`src/hw/rtl/dlbs_pkg.sv`:
```
// Package with the shared types and constants of the decimal limb subtractor.
package dlbs_pkg;

  localparam int unsigned LIMB_W    = 64;
  localparam int unsigned MAX_LIMBS = 64;
  localparam int unsigned IDX_W     = $clog2(MAX_LIMBS);
  localparam int unsigned CNT_W     = $clog2(MAX_LIMBS + 1);
  localparam int unsigned LEN_W     = 7;

  localparam logic [LIMB_W-1:0] LIMB_BASE = 64'd10000000000000000000;

  typedef logic [LIMB_W-1:0] limb_t;
  typedef logic [IDX_W-1:0]  idx_t;
  typedef logic [CNT_W-1:0]  cnt_t;

  // Operands handed to the shared subtractor.
  typedef struct packed {
    limb_t x;
    limb_t y;
    logic  bin;
  } unit_op_t;

  // What the shared subtractor gives back.
  typedef struct packed {
    limb_t diff;
    logic  need;
    logic  raw_zero;
    logic  diff_zero;
  } unit_res_t;

  // Store access commands from the sequencer.
  typedef struct packed {
    logic op_we;
    idx_t op_waddr;
    idx_t rd_addr;
    logic diff_we;
    idx_t diff_waddr;
  } mem_ctrl_t;

  // Result side status from the sequencer.
  typedef struct packed {
    logic             busy;
    logic             valid;
    logic             last;
    logic             negative;
    logic [LEN_W-1:0] length;
  } out_stat_t;

endpackage

```
`src/hw/rtl/dlbs_sub_unit.sv`:
```
// Shared limb subtractor with borrow and base 10^19 correction.
module dlbs_sub_unit
  import dlbs_pkg::*;
(
  input  unit_op_t  op_i,
  output unit_res_t res_o
);

  logic [LIMB_W:0] raw;
  limb_t           corr;

  // The top bit of the extended difference is the borrow out.
  assign raw  = {1'b0, op_i.x} - {1'b0, op_i.y} - {{LIMB_W{1'b0}}, op_i.bin};
  assign corr = raw[LIMB_W-1:0] + (raw[LIMB_W] ? LIMB_BASE : '0);

  assign res_o.diff      = corr;
  assign res_o.need      = raw[LIMB_W];
  assign res_o.raw_zero  = (raw[LIMB_W-1:0] == '0) && !raw[LIMB_W];
  assign res_o.diff_zero = (corr == '0);

endmodule

```
`config.mk`:
```
export PLATFORM = sky130hd
export DESIGN_NAME = dlbs_sub_unit
export DESIGN_NICKNAME = d
export VERILOG_FILES = /design/src/hw/rtl/dlbs_pkg.sv /design/src/hw/rtl/dlbs_sub_unit.sv
export SDC_FILE = /design/constraint.sdc
export NUM_CORES = 1
export LEC_CHECK = 0
export BUFFER_PORTS_ARGS = -buffer_cell sky130_fd_sc_hd__buf_2
export CORE_MARGIN = 2
export CORE_UTILIZATION = 40
export DETAILED_ROUTE_END_ITERATION = 10
export SLEW_MARGIN = 20
export SYNTH_ARGS = -nofsm -noshare
export SYNTH_HDL_FRONTEND = slang
export SYNTH_SLANG_ARGS = --single-unit
```
`constraint.sdc`:
```
create_clock -name vclk -period 12.3
set_input_delay 1.23 -clock vclk [all_inputs]
set_output_delay 1.23 -clock vclk [all_outputs]
set_load 0.01 [all_outputs]
```
# Yosys cells after proc, flatten, opt, wreduce, memory -nomap -nowiden
# Cells that the tools add are included.
# Widths: inputs -> output; s select.
[word_totals] wordCells=8 register_bits=0 output_inout_bits=67 in_bits=129
[classes] n_addsub=3 reduce_logical=4 muxes=1
[op_table] operator="$logic_not 64->1" n=2
[op_table] operator="$sub 64x64->65" n=1
[op_table] operator="$sub 65x1->65" n=1
[op_table] operator="$add 64x64->64" n=1
[op_table] operator="$mux 64" n=1
[op_table] operator="$logic_and 1x1->1" n=1
[op_table] operator="$logic_not 1->1" n=1

# Depth between registers and ports, before layout
# Gate-level depths: netlist (run 1).
[depth] depth_word=5 mapped_depth=32 ltp_nobuf=29

# Worst setup path after synthesis (run 1)
# OpenSTA, ideal clock, no wires.
[synth_timing] path_type="in2out" start="input port op_i[0] in the netlist's numbering" end="output port res_o[0] in the netlist's numbering" arrival_time_ps=8641 stages=31 required_ps=11070 slack_ps=2429 path_buffers=3 path_cell_list="inv_1 -> fa_1 -> inv_1 -> ha_1 -> or2_2 -> fa_1 -> nor3b_2 -> o21ai_1 -> o2111a_1 -> o31a_1 -> o2111ai_1 -> nand2_1 -> xor2_2 -> inv_2 -> buf_2 -> buf_2 -> buf_1 -> and2_1 -> ha_1 -> a21o_1 -> a21o_1 -> nand4_1 -> nor4_4 -> a41oi_2 -> nor3_1 -> a211oi_2 -> xnor2_1 -> or4_1 -> or4b_1 -> or4_4 -> nor4b_4"
[synth_rtl] element="from (decl)" line="dlbs_sub_unit.sv:5" text="input unit_op_t op_i,"
[synth_rtl] element="to (decl)" line="dlbs_sub_unit.sv:6" text="output unit_res_t res_o"

==> results.toml, run 1 <==
[clocking]
ctsResizeCount = 0
postCtsHoldBufs = 0
cts_setup_buffers = 0

[die]
dieArea_um2 = 22400
die_h_um = 150
io_pins = 196
initial_core_util_pct = 40.6
rows = 53
die_x_um = 150
core_area_um2 = 21000

[sta]
max_freq_ghz = 0.0941
slew_viol_final = 0
tns_ns = 0
fin_crit_ns = 10.63
finalSetupViolations = 0
timing.final.crit_share_pct = 86.4
tightestPinTransition_ns = 1.00
relSlewSlack_pct = 33.0
hold_viol = 0
rsz0062_at_grt = "false"

[layout]
regArea_um2 = 0
design.seq.count = 0
n_clock_buffer = 0
final_area_um2 = 9630
area_growth_pct = 13.3
fill_cells = 2307
drive_gt1_share_pct = 19.0
multi_input_area_um2 = 7510
antenna_cells = 0
final_nets = 1692

[logic_synthesis]
synth_top_area_share_pct = 19.1
synth_cell_types = 113
synthAdderAreaFrac_pct = 19.6
synth_common_cells = "inv_1, ha_1, nand2_1"
syn-cell-area_um2 = 8500
ys_seq_area_share_pct = 0
yosysWarnings = 0
synth_xor_area_share_pct = 10.5
synthTopCellsByArea = "ha_1, inv_1, xnor2_1"
synthMuxAreaShare_pct = 1.07
synth_top_family_by_area = "compound AO/OA/AOI/OAI gates"
avgSynthCellArea_um2 = 6.67
synth_compound_area_share_pct = 29.2
synth-simple-area-share_pct = 28.0
yosys.area.top_type = "ha_1"
yosysMostFrequentCell = "inv_1"
syn_nets = 1535
syn_inst = 1274

[power]
power.density_nw_per_um2 = 125
power_leakage_nw = 4.55
vdd_ir_drop_max_mv = 0.0456

[drt]
vias = 9595
ant_nets = 0
routedWlPerCell_um = 16.0
wl_um = 27200
dr.pass1.iters = 5
drc = 0
drt_iter0_drc = 731
vias_per_cell = 5.63

[global_routing]
grt_usage_pct = 23.6
grt_max_degree = 36
grt_pass1_wl_um = 44000
grt_pass1_vias = 8695
overflow = 0
antenna_found_initial = 0

[run_status]
outcome = "complete, no violations"

[setup_path]
max_stage_delay_ns = 0.56
worstPathMaxFanout = 35
arrival_ns = 9.40
critPathKind = "input port to primary output"
endpoint_kind = "primary output"
crit_buf_inv = 6
cpLargestDelayFamily = "simple AND/OR/NAND/NOR gates"
slowest_stage = "fa_1"
crit_path_start_kind = "input port"
required_ns = 11.07

[place]
hpwl_um = 23800
port_buffers = 196
placed_area_um2 = 9630
gp_congestion = 0.941

[job]
max_cap_viol_count = 0

[min_path]
hold_class = "input port to primary output"
cell families (layout without fill, tap and decap cells):
logic type / count (synthesis) / after routing
adders and majority gates: 132 / 132
muxes: 9 / 9
AOI/OAI and AO/OA: 342 / 342
buffers and inverters: 252 / 407
and+or+nand+nor: 442 / 442
xor gates and xnor gates: 97 / 97
per-layer routing:
metal  wire length, µm  vias up  track usage [%]  part of all wire, %
met2             11800      359             38.0                   43
met4               427        0             3.54                  1.6
met1             13100     4364             34.1                   48
met5                 0        -                0                    0
met3              1980       24             2.87                  7.3
li1                  -     4848                -                    -
metrics by stage:
stage | util [%] | setup WS (ns) | instances | hold WS (ns) | power [W]
floorplan | - | 2.43 | 1274 | 2.55 | 0.000827
global placement | 46.0 | 1.97 | 1704 | 2.78 | 0.00119
detailed placement | 46.0 | 1.75 | 1704 | 2.79 | 0.00119
CTS | 46.0 | 1.72 | 1704 | 2.79 | 0.00120
global route | 46.0 | 1.14 | 1704 | 2.82 | 0.00132
finish | 46.0 | 1.67 | 1704 | 2.78 | 0.00121
cell usage in the layout (no fill, tap or decap), types with 17 or more instances in the layout:
cell     Yosys  final
nor3_1      28     28
buf_2       16    196
nand3_1     26     26
o21a_1      17     17
or3_1       18     18
inv_1      208    208
nor2_1      90     90
xnor2_1     62     62
nand4_1     33     33
ha_1       130    130
nand2_1    120    120
o21ai_0     38     38
xor2_1      31     31
o21ai_1     21     21
a21oi_1     88     88
a21o_1      18     18
power by group:
part           switching (W)  internal [W]
clock network              0             0
logic               0.000759      0.000448
registers                  0             0
total               0.000759      0.000448
final cells by class:
type	count	share of cell area (%)
Tap cell	275	3.57
Timing Repair Buffer	198	10.3
Inverter	209	8.14
Multi-Input combinational cell	1022	77.9
path summary, 6_finish.rpt:
path                  cells after the start      from  endpoint  slack (ns)
worst max-delay path                     31   op_i[0]  res_o[0]        1.67
worst min-delay path                      3  op_i[66]  res_o[3]        2.78
Power figures use the tool's default switching activity.
==> inputs of run 2 (changes only) <==
ABC_AREA = 1   (was unset)
RECOVER_POWER = 100   (was unset)
==> run 2 against run 1 <==
Core utilization fell by 0.67 points. Synthesized area grew 23%. Total power up 2.8%. Non-clock buffer count shrank 2. Sequential cell count stayed put. Largest cell class unchanged. Count of clock-buffer cells in the layout unchanged. Wire length increased by 60%. Critical path depth rose by 9. Largest power group unchanged.
==> results.toml, run 2 <==
[clocking]
cts_setup_buffers = 0
postCtsHoldBufs = 0
ctsResizeCount = 0

[setup_path]
slowest_stage = "o21ai_0"
worstPathMaxFanout = 20
arrival_ns = 7.78
endpoint_kind = "primary output"
max_stage_delay_ns = 0.83
crit_path_start_kind = "input port"
crit_top_cell = "nand2_1"
required_ns = 11.07
critPathKind = "input port to primary output"

[layout]
regArea_um2 = 0
antenna_cells = 0
n_clock_buffer = 0
design.seq.count = 0
layout_common_cells = "nand2_1, inv_1, nor2_1"
layout_commonest_cell = "nand2_1"
drive_gt1_share_pct = 8.24
area_growth_pct = 12.0
final_nets = 2642

[place]
gp_congestion = 1.02
hpwl_um = 39800
dp_slack_ns = 4.54
port_buffers = 196

[drt]
vias = 13715
ant_nets = 0
routedWlPerCell_um = 16.0
dr.pass1.iters = 6
drt_iter0_drc = 996
wl_um = 43500
drc = 0
vias_per_cell = 5.05

[logic_synthesis]
avgSynthCellArea_um2 = 4.78
yosysMostFrequentCell = "nand2_1"
synth_top_area_share_pct = 27.7
ys_seq_area_share_pct = 0
syn_inst = 2185
syn_nets = 2446
yosys.area.top_type = "nand2_1"
synth_cell_types = 39
yosysWarnings = 0
syn-cell-area_um2 = 10500
synthTopCellsByArea = "nand2_1, inv_1, ha_1"
synth_common_cells = "nand2_1, inv_1, nor2_1"

[global_routing]
overflow = 0
grt.busiest_layer = "met2"
antenna_found_initial = 0
use_met2_pct = 56.1
grt_pass1_vias = 12817
grt_usage_pct = 30.7
met1_usage_pct = 39.7
grt_pass1_wl_um = 67800
grt_max_degree = 21
met3_usage_pct = 1.29

[sta]
rsz0062_at_grt = "false"
hold_viol = 0
tightestPinTransition_ns = 1.10
finalSetupViolations = 0
max_freq_ghz = 0.111
timing.final.crit_share_pct = 73.3
tns_ns = 0
slew_viol_final = 0
relSlewSlack_pct = 26.4
fin_crit_ns = 9.01
fin_ws_ns = 3.29

[power]
clockPowerShare_pct = 0
p_int_w = 0.000362
netSwitchingFraction_pct = 70.8
pwr-share-comb_pct = 100.0
power_leakage_nw = 7.58
seq_power_share_pct = 0
power.density_nw_per_um2 = 106
vdd_ir_drop_max_mv = 0.0717
total_switching_power_w = 0.000880

[die]
die_x_um = 166
rows = 59
die_h_um = 166
core_area_um2 = 25800
initial_core_util_pct = 40.5
dieArea_um2 = 27400
io_pins = 196

[run_status]
outcome = "complete, no violations"

[job]
max_cap_viol_count = 0

[min_path]
hold_class = "input port to primary output"
## run 2: cell count changes in the layout (fill, tap and decap cells not counted), sizes merged, moves of 15 or more
cell / delta
nand2: +679
inv: +351
nand3: +150
nor2: +147
buf: -56
clkbuf: +54
xnor2: -53
o21ai: -19
or3: -18
a21o: -17
o21a: -16
o211ai: -15
or2: -15
## run 2: final timing paths
check | slack [ns] | cells after the start | endpoint | from
worst max-delay path | 3.29 | 40 | res_o[0] | op_i[0]
worst min-delay path | 2.78 | 3 | res_o[3] | op_i[66]
## run 2: final cells by class
cell class	count	area [µm²]
Fill cell	3127	14100
Multi-Input combinational cell	1623	8270
Inverter	560	2100
Timing Repair Buffer	196	913
Tap cell	335	419
## run 2: worst max-delay path: cells and delay by family
family	cells	cell delay [ns]
buffers and inverters	7	0.53
AO/OA/AOI/OAI	1	0.83
AND/OR/NAND/NOR	28	3.37
adder cells (fa/ha/maj)	4	1.79
## run 2: metrics by stage
step | utilization, % | power [W] | std cells | hold WS (ns) | instance area, µm²
4_1_cts | 45.8 | 0.00126 | 2714 | 2.79 | 11800
6_report | 45.3 | 0.00124 | 2714 | 2.78 | 11700
3_5_place_dp | 45.8 | 0.00125 | 2714 | 2.78 | 11800
5_1_grt | 45.3 | 0.00139 | 2714 | 2.81 | 11700
2_1_floorplan | - | 0.000831 | 2185 | 2.55 | 10500
3_3_place_gp | 45.8 | 0.00125 | 2714 | 2.79 | 11800
## run 2: cells by family (layout without fill, tap and decap cells)
kind of cell / Yosys count / in the layout / share of synthesized area [%]
and+or+nand+nor: 1301 / 1301 / 52.7
buffers and inverters: 562 / 756 / 20.4
AOI/OAI and AO/OA: 157 / 157 / 8.24
adders and majority gates: 132 / 132 / 15.9
xor gates and xnor gates: 33 / 33 / 2.77
## run 2: power by group through the flow
| stage | combinational, W | clock, W | sequential (W) |
|---|---|---|---|
| 2_1_floorplan | 0.000831 | 0 | 0 |
| 3_3_place_gp | 0.00125 | 0 | 0 |
| 3_5_place_dp | 0.00125 | 0 | 0 |
| 4_1_cts | 0.00126 | 0 | 0 |
| 5_1_grt | 0.00139 | 0 | 0 |
| 6_report | 0.00124 | 0 | 0 |
## run 2: layer usage
layer	vias up	part of all wire, %
met2	460	48
met1	6160	43
met4	0	3.2
li1	7029	-
met3	66	6.0
met5	-	0
==> inputs of run 3 (changes only) <==
clock period = 8.87 ns   (was 12.3 ns; I/O delays follow)
==> run 3 against run 2 <==
Via count down 0.13%. Sequential share of layout area unchanged. Final area up 0.14%. Non-clock buffer count is the same. First-iteration DRC count up 3.2%. Final cell count unchanged. Sequential cell count is the same. Total power grew 39%. Setup slack lost 2.2 ns. Count of clock-buffer cells in the layout did not move. Die area unchanged.
==> results.toml, run 3 (synthesis results as in run 2) <==
[die]
dieArea_um2 = 27400
die_h_um = 166
core_area_um2 = 25800
die_x_um = 166
io_pins = 196
initial_core_util_pct = 40.5
rows = 59

[layout]
layout_common_cells = "nand2_1, inv_1, nor2_1"
area_growth_pct = 12.1
stdcell_count = 2714
n_clock_buffer = 0
final_area_um2 = 11700
regArea_um2 = 0
final_nets = 2642
drive_gt1_share_pct = 8.41
design.seq.count = 0
multi_input_area_um2 = 8280
layout_commonest_cell = "nand2_1"
fill_cells = 3180
antenna_cells = 0

[clocking]
ctsResizeCount = 0
cts_setup_buffers = 0
postCtsHoldBufs = 0

[global_routing]
grt_pass1_vias = 12774
antenna_found_initial = 0
grt_max_degree = 21
grt_usage_pct = 30.0
grt_pass1_wl_um = 66500
overflow = 0

[sta]
timing.final.crit_share_pct = 87.8
max_freq_ghz = 0.128
finalSetupViolations = 0
relSlewSlack_pct = 22.7
rsz0062_at_grt = "false"
tns_ns = 0
fin_crit_ns = 7.79
slew_viol_final = 0
hold_viol = 0
fin_hold_ws_ns = 2.09
tightestPinTransition_ns = 1.15

[power]
clockPowerShare_pct = 0
power.density_nw_per_um2 = 147
pwr-share-comb_pct = 100.0
seq_power_share_pct = 0
power_leakage_nw = 7.59
p_int_w = 0.000504
netSwitchingFraction_pct = 70.8
total_switching_power_w = 0.00122
vdd_ir_drop_max_mv = 0.106

[place]
dp_cells = 2714
gp_congestion = 1.00
placed_area_um2 = 11800
port_buffers = 196
hpwl_um = 39300

[setup_path]
worstPathMaxFanout = 20
endpoint_kind = "primary output"
arrival_ns = 6.90
critPathKind = "input port to primary output"
slowest_stage = "o21ai_0"
crit_path_start_kind = "input port"
crit_top_cell = "nand2_1"
max_stage_delay_ns = 0.91
required_ns = 7.98

[min_path]
holdPathEnd = "res_o[3]"
hold_class = "input port to primary output"
holdPathStages = 3
hp-start = "op_i[66]"

[drt]
dr.pass1.iters = 6
routedWlPerCell_um = 15.9
vias_per_cell = 5.05
drt_iter0_drc = 1028
ant_nets = 0
wl_um = 43000
vias = 13697
drc = 0

[run_status]
outcome = "complete, no violations"

[job]
max_cap_viol_count = 0
[run 3: how the worst max path moves through the flow]
stage,startpoint,end,depth (start not counted)
floorplan,op_i[0],res_o[0],40
detailed placement,op_i[0],res_o[0],41
finish,op_i[0],res_o[0],40
CTS,op_i[0],res_o[0],41
global route,op_i[0],res_o[0],39
global placement,op_i[0],res_o[0],41
[run 3: cell type report]
class | count | share of cell area (%)
repair buffers | 196 | 7.83
well taps | 335 | 3.58
multi-input cells | 1623 | 70.7
inverters | 560 | 17.9
[run 3: through the flow]
stage | utilization, % | setup WS [ns] | total power [W]
detailed placement | 45.8 | 1.80 | 0.00173
global placement | 45.8 | 1.93 | 0.00172
global route | 45.4 | 0.649 | 0.00192
CTS | 45.8 | 1.78 | 0.00174
floorplan | - | 2.69 | 0.00115
finish | 45.4 | 1.08 | 0.00173
[run 3: layer usage]
layer	track usage, %	routed length, µm
met5	0	0
met1	39.0	19100
met3	0.836	2150
met2	52.5	19700
met4	11.7	2070
[run 3: power by group through the flow]
stage | registers [W] | logic [W] | clock network [W]
after floorplan | 0 | 0.00115 | 0
after global placement | 0 | 0.00172 | 0
after detailed placement | 0 | 0.00173 | 0
after CTS | 0 | 0.00174 | 0
after global routing | 0 | 0.00192 | 0
final | 0 | 0.00173 | 0
[run 3: critical path: cells and delay by family]
| family | cells | cell delay, ns |
|---|---|---|
| AO/OA/AOI/OAI | 1 | 0.91 |
| AND/OR/NAND/NOR | 28 | 2.97 |
| adder cells (fa/ha/maj) | 4 | 1.56 |
| buffers and inverters | 7 | 0.53 |
