[config.mk]
export PLATFORM = sky130hd
export DESIGN_NAME = dlbs_ctrl
export DESIGN_NICKNAME = d
export VERILOG_FILES = /design/src/hw/rtl/dlbs_pkg.sv /design/src/hw/rtl/dlbs_ctrl.sv
export SDC_FILE = /design/constraint.sdc
export NUM_CORES = 1
export LEC_CHECK = 0
export ABC_AREA = 1
export BUFFER_PORTS_ARGS = -buffer_cell sky130_fd_sc_hd__buf_2
export CAP_MARGIN = 30
export CORE_AREA = 2 2 140 142
export DETAILED_ROUTE_END_ITERATION = 8
export DIE_AREA = 0 0 142 144
export SLEW_MARGIN = 20
export SYNTH_ARGS = -nofsm -noshare
export SYNTH_HDL_FRONTEND = slang
export SYNTH_SLANG_ARGS = --single-unit
[constraint.sdc]
create_clock -name clk_i -period 2.5 [get_ports clk_i]
set_input_delay 0.25 -clock clk_i [delete_from_list [all_inputs] [get_ports clk_i]]
set_output_delay 0.25 -clock clk_i [all_outputs]
set_load 0.02 [all_outputs]
[src/hw/rtl/dlbs_pkg.sv]
// Package with the shared types and constants of the decimal limb subtractor.
package dlbs_pkg;

  localparam int unsigned LIMB_W    = 64;
  localparam int unsigned MAX_LIMBS = 64;
  localparam int unsigned IDX_W     = $clog2(MAX_LIMBS);
  localparam int unsigned CNT_W     = $clog2(MAX_LIMBS + 1);
  localparam int unsigned LEN_W     = 7;

  localparam logic [LIMB_W-1:0] LIMB_BASE = 64'd10000000000000000000;

  typedef logic [LIMB_W-1:0] limb_t;
  typedef logic [IDX_W-1:0]  idx_t;
  typedef logic [CNT_W-1:0]  cnt_t;

  // Operands handed to the shared subtractor.
  typedef struct packed {
    limb_t x;
    limb_t y;
    logic  bin;
  } unit_op_t;

  // What the shared subtractor gives back.
  typedef struct packed {
    limb_t diff;
    logic  need;
    logic  raw_zero;
    logic  diff_zero;
  } unit_res_t;

  // Store access commands from the sequencer.
  typedef struct packed {
    logic op_we;
    idx_t op_waddr;
    idx_t rd_addr;
    logic diff_we;
    idx_t diff_waddr;
  } mem_ctrl_t;

  // Result side status from the sequencer.
  typedef struct packed {
    logic             busy;
    logic             valid;
    logic             last;
    logic             negative;
    logic [LEN_W-1:0] length;
  } out_stat_t;

endpackage

[src/hw/rtl/dlbs_ctrl.sv]
// Sequencer for load, compare, borrow ripple and result emission.
module dlbs_ctrl
  import dlbs_pkg::*;
(
  input  logic      clk_i,
  input  logic      rst_ni,
  input  logic      start,
  input  logic      last_limb_i,
  input  limb_t     a_rd_i,
  input  limb_t     b_rd_i,
  input  unit_res_t unit_res_i,
  output unit_op_t  unit_op_o,
  output mem_ctrl_t mem_ctrl_o,
  output out_stat_t stat_o
);

  localparam logic [2:0] ST_IDLE  = 3'd0;
  localparam logic [2:0] ST_CPREP = 3'd1;
  localparam logic [2:0] ST_CMP   = 3'd2;
  localparam logic [2:0] ST_SUB   = 3'd3;
  localparam logic [2:0] ST_EPREP = 3'd4;
  localparam logic [2:0] ST_EMIT  = 3'd5;

  logic [2:0] state_q, state_d;
  cnt_t       cnt_q, cnt_d;
  cnt_t       n_q, n_d;
  idx_t       k_q, k_d;
  idx_t       start_q, start_d;
  logic       borrow_q, borrow_d;
  logic       swap_q, swap_d;

  logic       full;
  logic       use_swap;
  idx_t       top_idx;
  cnt_t       len;

  assign full     = (cnt_q >= cnt_t'(MAX_LIMBS));
  assign top_idx  = idx_t'(n_q - cnt_t'(1));
  assign use_swap = (state_q == ST_SUB) && swap_q;
  assign len      = n_q - cnt_t'(start_q);

  always_comb begin
    state_d  = state_q;
    cnt_d    = cnt_q;
    n_d      = n_q;
    k_d      = k_q;
    start_d  = start_q;
    borrow_d = borrow_q;
    swap_d   = swap_q;
    mem_ctrl_o = '0;
    mem_ctrl_o.op_waddr   = idx_t'(cnt_q);
    mem_ctrl_o.diff_waddr = k_q;

    unique case (state_q)
      ST_IDLE: begin
        if (start) begin
          if (!full) begin
            mem_ctrl_o.op_we = 1'b1;
          end
          if (last_limb_i) begin
            n_d     = full ? cnt_q : cnt_q + cnt_t'(1);
            k_d     = '0;
            state_d = ST_CPREP;
          end else if (!full) begin
            cnt_d = cnt_q + cnt_t'(1);
          end
        end
      end
      ST_CPREP: begin
        // Lets the final pair settle in the store before it is read.
        state_d = ST_CMP;
      end
      ST_CMP: begin
        if (unit_res_i.need || !unit_res_i.raw_zero || (k_q == top_idx)) begin
          swap_d   = unit_res_i.need;
          borrow_d = 1'b0;
          start_d  = top_idx;
          k_d      = top_idx;
          state_d  = ST_SUB;
        end else begin
          k_d = k_q + idx_t'(1);
        end
      end
      ST_SUB: begin
        mem_ctrl_o.diff_we = 1'b1;
        borrow_d = unit_res_i.need;
        if (!unit_res_i.diff_zero) begin
          start_d = k_q;
        end
        if (k_q == '0) begin
          state_d = ST_EPREP;
        end else begin
          k_d = k_q - idx_t'(1);
        end
      end
      ST_EPREP: begin
        k_d     = start_q;
        state_d = ST_EMIT;
      end
      ST_EMIT: begin
        if (k_q == top_idx) begin
          cnt_d    = '0;
          borrow_d = 1'b0;
          state_d  = ST_IDLE;
        end else begin
          k_d = k_q + idx_t'(1);
        end
      end
      default: begin
        state_d = ST_IDLE;
      end
    endcase

    mem_ctrl_o.rd_addr = k_d;
  end

  always_ff @(posedge clk_i or negedge rst_ni) begin
    if (!rst_ni) begin
      state_q  <= ST_IDLE;
      cnt_q    <= '0;
      n_q      <= '0;
      k_q      <= '0;
      start_q  <= '0;
      borrow_q <= 1'b0;
      swap_q   <= 1'b0;
    end else begin
      state_q  <= state_d;
      cnt_q    <= cnt_d;
      n_q      <= n_d;
      k_q      <= k_d;
      start_q  <= start_d;
      borrow_q <= borrow_d;
      swap_q   <= swap_d;
    end
  end

  // The compare pass always takes the operands in their arrival order.
  assign unit_op_o.x   = use_swap ? b_rd_i : a_rd_i;
  assign unit_op_o.y   = use_swap ? a_rd_i : b_rd_i;
  assign unit_op_o.bin = (state_q == ST_SUB) && borrow_q;

  assign stat_o.busy     = (state_q != ST_IDLE);
  assign stat_o.valid    = (state_q == ST_EMIT);
  assign stat_o.last     = (state_q == ST_EMIT) && (k_q == top_idx);
  assign stat_o.negative = swap_q;
  assign stat_o.length   = LEN_W'(len);

endmodule

==> After elaboration in Yosys (flattened, before gate mapping) <==
Cells that the tools add are included.
{ "word_totals": {"register_bits": 31, "input_bits": 199, "out_inout_bits": 160, "word_cells": 73} }
{ "op_classes": {"addsub": 5, "n_lt_le_gt_ge": 1, "n_eq_ne": 13, "muxes": 29, "n_reduce_logical": 18} }
{ "op_table": {"columns": ["op", "n"], "rows": [
  ["2-to-1 mux 64 bit", 2],
  ["2-to-1 mux 6 bit", 7],
  ["one-hot mux 6 bit (5 select lines)", 1],
  ["2-to-1 mux 7 bit", 4],
  ["one-hot mux 3 bit (6 select lines)", 1],
  ["2-to-1 mux 3 bit", 5],
  ["one-hot mux 7 bit (2 select lines)", 1],
  ["one-hot mux 6 bit (2 select lines)", 1],
  ["subtractor 6 x 1 -> 6 bit (second input constant)", 2],
  ["!= test 2 bit (second input constant)", 5],
  ["AND reduction 3 bit", 3],
  ["adder 7 x 1 -> 7 bit (second input constant)", 1],
  [">= comparator 7 bit (second input constant)", 1],
  ["subtractor 7 x 6 -> 7 bit", 1],
  ["adder 6 x 1 -> 6 bit (second input constant)", 1],
  ["== test 3 x 2 -> 1 bit (second input constant)", 2],
  ["== test 3 bit (second input constant)", 2],
  ["== test 6 bit", 1],
  ["logical NOT 6 bit", 1],
  ["2-to-1 mux 1 bit", 6],
  ["nonzero test 3 bit", 2],
  ["AND reduction 5 bit", 1],
  ["!= test 2 x 1 -> 1 bit (second input constant)", 2],
  ["AND reduction 4 bit", 1],
  ["8 further kinds", 12]
]} }

==> Depth between registers and ports, before layout <==
Gate-level depths: netlist of run 1.
{ "depth": {"ltp_word": 5, "depth_mapped": 15} }

==> Worst setup path before layout of run 1 <==
OpenSTA, ideal clock, no wires.
{ "synth_timing": {"path_kind": "reg2out", "start": "register state_q[0]", "end": "output unit_op_o[122] (netlist name)", "arrival_time_ns": 1.882, "slack_ns": 0.368, "path_stages_with_launch": 7, "n_path_buf": 2, "cell_sequence": "dfrtp_1 > nand2_1 > nor2_2 > nand2_1 > clkbuf_1 > clkbuf_1 > o21ai_0"} }
{ "synth_rtl": {"columns": ["item", "line", "text"], "rows": [
  ["start, declared", "dlbs_ctrl.sv:24", "logic [2:0] state_q, state_d;"],
  ["start signal, assigned", "dlbs_ctrl.sv:127", "state_q <= state_d;"],
  ["end, declared", "dlbs_ctrl.sv:12", "output unit_op_t unit_op_o,"]
]} }

==> run summary, run 1 <==
The run finished with clean final reports. The clock-pin slew on the worst setup and hold paths was 0.06 ns; the total area of sequential cells was 776 um2. The final setup violation count was 0; the per-instance average area after synthesis was 5.65 um2. The clock net in this run drives a total of 31 sinks. After detailed routing, the number of remaining DRC violations is 0.

The required time of the critical path is 2.25 ns, and the number of hold buffers added after CTS is 0. The critical path goes through inv_2, ha_4, inv_4, nand2_2, nand3_2, nor2_2, nand2_2, nor2_8, nand2_8, nand3_4, nand2_4, nand2_2, nand4_1, buf_6. The first global-routing pass estimated 23,600 um of wire. The floorplan step set the die width to 142 um. The tools report the maximum clock rate as 414 MHz.

The internal power is 3080 uW, and the async set-reset flop share out of synthesis is 1.00. The routed length per instance came out at 13.7 um. The number of antenna repair diodes is 0.

Overall die area: 0.0204 mm2. The logs give 5,377 for the vias after detailed routing and 133 for the largest net degree at the start of global routing. The floorplan step defined a core boundary enclosing 0.0191 mm2. The number of distinct standard cells referenced by the synthesized netlist is 36, and the maximum vdd ir drop is 0.000505 V. For this run, the post-layout net count is 1,216.

The final layout contains routed wiring with a total length of 17,100 um. From bottom edge to top edge, the die measures 144 um. Counting flops and latches in the post-synthesis netlist gives 31.

Synthesis produced 718 cells. The fraction of power spent switching nets is 0.576, and the fraction of met1 tracks used by global routing is 0.192. For the number of hold violations in the final report, the log shows 0. At the pin with the least slew margin, the transition time is 0.761 ns. The tool flagged a number of max-cap violations equal to 0. The commonest non-fill, non-tap cell in the layout is sky130_fd_sc_hd__buf_2. The floorplan has 51 rows.

The tools report the post-synthesis net count as 930. Routability-driven placement finished with a final weighted congestion of 0.895. The startpoint class of the critical path was a flip-flop. For the overall routing resource usage, the log shows 0.146. The root buffer cell chosen for the clock tree is sky130_fd_sc_hd__clkbuf_16. The met3 demand-to-capacity share in global routing was 0.0467; the area used by multi-input combinational logic was 0.00278 mm2. The tools report the via count of the first global-routing pass as 4,465. The number of standard cells in the layout, taps in and fillers out is 1,243.

For the final-layout fill cell count, the log shows 2,130. The level count of the clock H-tree was 2; the port buffer count was 294. The share of total power in combinational logic was 0.782. Pin placement for this block handled 359 I/O pins. After detailed routing, the number of vias per cell comes to 4.33. The tools report the total placed cells including tap cells as 1,228. The kind of critical path was flip-flop to primary output.

The power per standard cell area works out to 1180 mW/mm2. In this run the power spent charging and discharging nets is 4180 uW. From synthesis to final layout, the design area changed by 52.2%. Setup repair after global routing could not meet its margin everywhere.

Final hold analysis gives a worst-case slack of 0.0326 ns. The biggest cell delay along the critical path came out at 0.36 ns. In this run the worst hold path is classified as primary input to asynchronous set/reset pin. The worst setup path is captured at a primary output. For the post-route worst setup slack, the log shows 0.0850 ns.

For this run the aggregate overflow at the end of global routing stands at 0. The largest individual stage delay along the critical path comes from the cell sky130_fd_sc_hd__dfrtp_1. TritonCTS built the clock tree. The maximum clock insertion buffer count came out at 2.

met2 is the most crowded layer. The fraction of layout cells with a size suffix above 1 is 0.383, and the half-perimeter wire length of the detailed placement result is 14,200 um. The post-route clock period utilization is 0.966, and the number of violations reported at the end of detailed-routing iteration 0 is 274.

The part of the total power dissipated in the clock network is 0.087. The logs give 0.213 for the starting density of the core and 5 for the length of the first detailed-routing pass in iterations. The initial antenna violation count was 1. For the count of pins over their slew limit, the log shows 0. For the setup slack after placement, the log shows 0.166 ns. For this run, the number of Yosys warnings is 0.

The share of total power in sequential cells was 0.131; the maximum clock skew at final layout was 0.00599 ns. The source-to-sink clock delay at the later pin of the worst-skew pair was 0.28 ns; the shortest clock period the worst path allows after layout was 2.42 ns. The met2 track demand over resource came out at 0.240. The largest fanout on the critical path came out at 5.

The detail route stage leaves a number of antenna-violating nets equal to 0. In this run, synthesis inferred 0 flip-flops with an integrated enable. For the leakage power of the design, the log shows 0.00364 uW.

The CTS buffer count was 5. Top flip-flop cell by instance count after synthesis: sky130_fd_sc_hd__dfrtp_1. The cell occurring most often along the worst timing path is sky130_fd_sc_hd__nand2_2. In the layout the commonest cells are sky130_fd_sc_hd__buf_2 (287), sky130_fd_sc_hd__nand2_1 (154), sky130_fd_sc_hd__inv_1 (106). The logs give 2.17 ns for the arrival time at the worst endpoint and 0.00406 mm2 for the mapped cell area. The relative max-transition margin came out at 0.493. For the post-synthesis sequential area ratio, the log shows 0.191.
## power by group through the flow
stage,clock [uW],combinational [uW],sequential [uW]
floorplan,0,3560,938
detailed placement,0,5260,949
CTS,642,5500,942
global route,659,6240,982
global placement,0,5230,946
finish,629,5680,955
## final timing paths
kind	slack (ns)	cells past startpoint	end	start
worst max-delay path	0.08	14	mem_ctrl_o[12]	n_q[1]$_DFFE_PN0P_
worst min-delay path	0.03	1	n_q[6]$_DFFE_PN0P_	rst_ni
worst max register to register	0.37	15	start_q[1]$_DFFE_PN0P_	n_q[1]$_DFFE_PN0P_
worst min register to register	0.48	2	start_q[5]$_DFFE_PN0P_	start_q[5]$_DFFE_PN0P_
max in group asynchronous	1.98	1	borrow_q$_DFFE_PN0P_	rst_ni
min in group clk_i	0.26	3	swap_q$_DFFE_PN0P_	unit_res_i[2]
## per-layer routing
layer / vias to the layer above / routed length [um]
met5: - / 0
met4: 0 / 125
met3: 7 / 1570
met2: 188 / 7950
met1: 2332 / 7450
li1: 2850 / -
## sequential cells by signal (all words and copies together) (netlist names)
| name | cells |
|---|---|
| start_q | 6 |
| state_q | 3 |
| swap_q | 1 |
| k_q | 6 |
| n_q | 7 |
| cnt_q | 7 |
| borrow_q | 1 |
## cell families (layout without fill, tap and decap cells)
family	after synthesis	count (layout)	share of synthesized area
xor+xnor	17	17	0.0367
buf+inv	155	442	0.156
compound gates	174	174	0.228
flops	31	31	0.191
simple gates	328	328	0.345
fa+ha+maj	13	13	0.0419
## what timing repair did
| item | 4_1_cts | 5_1_grt |
|---|---|---|
| endpoints found under the setup margin | 7 | 7 |
| gates resized for setup | 21 | 25 |
| hold endpoints to repair | 0 | 0 |
| setup buffers | 4 | 4 |
| pin swaps | 4 | 15 |
## cell usage after synthesis (6+ instances only)
cell	count	share of area
sky130_fd_sc_hd__nand2_1	162	0.15
sky130_fd_sc_hd__inv_1	108	0.10
sky130_fd_sc_hd__nor2_1	98	0.091
sky130_fd_sc_hd__a21oi_1	78	0.096
sky130_fd_sc_hd__o21ai_0	77	0.095
sky130_fd_sc_hd__nand3_1	32	0.039
sky130_fd_sc_hd__clkbuf_1	31	0.029
sky130_fd_sc_hd__dfrtp_1	31	0.19
sky130_fd_sc_hd__nand4_1	13	0.020
sky130_fd_sc_hd__ha_1	12	0.037
sky130_fd_sc_hd__xor2_1	12	0.026
sky130_fd_sc_hd__o21ai_2	10	0.022
sky130_fd_sc_hd__buf_4	7	0.013
sky130_fd_sc_hd__nor3_1	6	0.0074
## critical path, delay by kind of cell (launching register included)
| family | cells | cell delay (ns) |
|---|---|---|
| simple gates | 10 | 0.93 |
| flops | 1 | 0.36 |
| buf+inv | 3 | 0.29 |
| fa+ha+maj | 1 | 0.28 |
## through the flow
stage | power [uW] | setup TNS, ns | utilization | cell area, um2
finish | 7270 | 0 | 0.324 | 6170
global route | 7880 | -0.156 | 0.324 | 6170
CTS | 7090 | 0 | 0.318 | 6060
detailed placement | 6210 | 0 | 0.304 | 5810
global placement | 6170 | 0 | 0.304 | 5810
floorplan | 4500 | 0 | - | 4060
## cell type report
| type | count | area share |
|---|---|---|
| multi-input combinational | 532 | 0.450 |
| timing repair buffer | 323 | 0.284 |
| sequential | 31 | 0.126 |
| inverter | 111 | 0.0679 |
| tap | 238 | 0.0482 |
| clock buffer | 5 | 0.0203 |
| clock inverter | 3 | 0.00405 |
Note: power is estimated with default switching activity, not from simulation.
==> inputs of run 2 (changes only) <==
Settings changed: CTS_BUF_LIST from default to sky130_fd_sc_hd__clkbuf_8, PLACE_DENSITY from default to 0.54.
==> run 2 against run 1 <==
Core utilization up 0.62 points. Power up 0.52%. Sequential cell count unchanged. Highest routed layer unchanged. Non-clock buffer count up 16. Largest cell class unchanged.
==> run summary, run 2 (same netlist as run 1, synthesis figures left out) <==
The flow ran to the end, and the final reports show no timing, DRC or antenna violations. Maximum vdd ir drop: 0.000480 V. The end of the worst register-to-register path was cnt_q[2]$_DFFE_PN0P_. The total number of placement rows is 51. Walking the worst path, the cells encountered are inv_2, ha_4, inv_2, nand2_2, nand3_2, nand2_2, nor2_2, nand2_2, nor2_8, nand2_4, nand2_4, nand2_4, nand2_1, nand4_1, buf_6.

For the relative max-transition margin, the log shows 0.497. The die covers 0.0204 mm2. The via count of the first global-routing pass is 4,572, and the length of the first detailed-routing pass in iterations is 5. The critical-path cell with the highest stage delay was sky130_fd_sc_hd__dfrtp_1. The area growth from synthesis to layout is 55.1%.

STA classifies the critical path startpoint as a flip-flop. Across the routed clock network, the largest skew measured is 0.00989 ns. The run gives 0.213 as the starting density of the core.

Overall routing resource usage: 0.155. Power spread over the standard cell area amounts to 1160 mW/mm2. After detailed routing, the number of vias per cell comes to 4.30.

In the routed design, unresolved DRC markers number 0. Pin placement for this block handled 359 I/O pins. The clock-pin slew on the worst setup and hold paths is 0.08 ns, and the half-perimeter wire length of the detailed placement result is 15,000 um. The worst setup path is captured at a primary output.

Across the run, the number of max-cap violations was 0. For this design the static power due to leakage is 0.00369 uW. The tools report the launch point of the worst reg-to-reg path as n_q[0]$_DFFE_PN0P_. For the arrival time at the worst endpoint, the log shows 2.21 ns. The post-route clock period utilization is 0.984. The tools report the beginning of the critical path as n_q[0]$_DFFE_PN0P_.

The source-to-sink clock delay at the later pin of the worst-skew pair is 0.29 ns, and the largest fanout on the critical path is 6. Capturing element of the worst setup path: mem_ctrl_o[12]. TritonCTS built the clock tree. The tools report the clock sink count as 31. Setup repair after global routing could not meet its margin everywhere. The smallest clock period supported by the final layout is computed as 2.46 ns. In the final timing run, aggregate negative setup slack is 0 ns.

The total congestion overflow after global routing was 0; the die height was 144 um. STA puts the critical path data required time at 2.25 ns. The first-pass GRT wire length was 24,900 um; the horizontal die dimension was 142 um. For the initial antenna violation count, the log shows 0. Power comes to 7300 uW. Across all layers, the routed design uses 5,412 vias. The worst setup path is of the flip-flop to primary output kind.

The logs give 407 MHz for the maximum clock rate and 2 for the level count of the clock H-tree. The number of hold violations in the final report was 0. Setup violations remaining at the end of the flow were counted as 0. The area of the core came out at 0.0191 mm2. The run gives 5 as the CTS buffer count. Leaving out fill and tap cells, the most frequent cells in the layout are sky130_fd_sc_hd__buf_2 (286), sky130_fd_sc_hd__nand2_1 (149), sky130_fd_sc_hd__inv_1 (104). After detailed routing, the total wire length is 17,800 um. At the end of routability-driven placement, the weighted congestion stood at 0.904. At the pin with the least slew margin, the transition time is 0.754 ns.

The tools report the cell at the root of the clock tree as sky130_fd_sc_hd__clkbuf_8. The fraction of layout cells with a size suffix above 1 was 0.408. The largest registers in the layout are cnt_q: 7 flops, n_q: 7 flops.

Port buffering added 294 buffers. The tightest hold path in the finished design has a slack of 0.0152 ns. With fillers left out, the area of the finished cells amounts to 0.00629 mm2. Measured in cells, the most critical reg-to-reg path has a length of 17. Commonest non-fill, non-tap cell in the layout: sky130_fd_sc_hd__buf_2.

For the fraction of the core area covered by cells at the end of the flow, the log shows 0.330. After detailed routing, the average wire length per cell comes to 14.1 um. The worst hold path belongs to the class primary input to asynchronous set/reset pin. After the last flow step, the layout net total stands at 1,232. The run gives 262 as the number of violations reported at the end of detailed-routing iteration 0. Path length in cells of the critical path: 15.

Grouping stages by cell kind, the critical path spends the most delay in simple AND/OR/NAND/NOR gates. For this run, the slowest stage of the critical path takes 0.39 ns. The number of antenna-violating nets in the routed design is 0, and the buffering stage count on the worst path with inverters included is 3. The run gives 0.00585 mm2 as the standard cell area after detailed placement. Entering global routing, the biggest net connects 69 pins. The worst reg-to-reg setup slack came out at 0.38 ns. The maximum clock insertion buffer count was 2; the count of pins over their slew limit was 0.

The run gives 0 as the number of antenna repair diodes.
-- run 2: through the flow --
| step | setup slack (ns) | instances |
|---|---|---|
| after global routing | -0.120 | 1259 |
| after CTS | 0.00534 | 1250 |
| after detailed placement | 0.107 | 1234 |
| after global placement | 0.118 | 1234 |
| final | 0.0411 | 1259 |
| after floorplan | 0.368 | 718 |
-- run 2: cell type report --
type                    count  area (um2)
clock buffers               5        68.8
well taps                 238         298
multi-input cells         532        2820
fillers                  2148       12800
flip-flops and latches     31         781
repair buffers            339        1880
clock inverters             3        20.0
inverters                 111         422
-- run 2: power by group --
| group | internal (uW) | total (uW) | switching (uW) |
|---|---|---|---|
| logic | 2170 | 5930 | 3760 |
| clock network | 194 | 413 | 220 |
| registers | 716 | 964 | 248 |
| total | 3070 | 7300 | 4230 |
-- run 2: timing repair --
item / in CTS / in global routing
setup endpoints to repair: 8 / 9
hold buffers: 0 / 0
buffers inserted: 8 / 9
pin swaps: 7 / 23
gates resized for setup: 20 / 47
-- run 2: per-layer routing --
metal	GRT usage	routed length, um	up-vias
met5	0	0	-
met4	0.0189	127	0
met3	0.0328	1130	10
met2	0.249	8290	166
met1	0.220	8240	2354
li1	-	-	2882
-- run 2: how the worst min path moves through the flow --
stage | start | endpoint | slack, ns
floorplan | rst_ni | borrow_q$_DFFE_PN0P_ | -0.05
global placement | rst_ni | n_q[6]$_DFFE_PN0P_ | 0.38
detailed placement | rst_ni | n_q[6]$_DFFE_PN0P_ | 0.37
CTS | rst_ni | n_q[6]$_DFFE_PN0P_ | 0.04
global route | rst_ni | n_q[6]$_DFFE_PN0P_ | 0.07
finish | rst_ni | n_q[6]$_DFFE_PN0P_ | 0.02
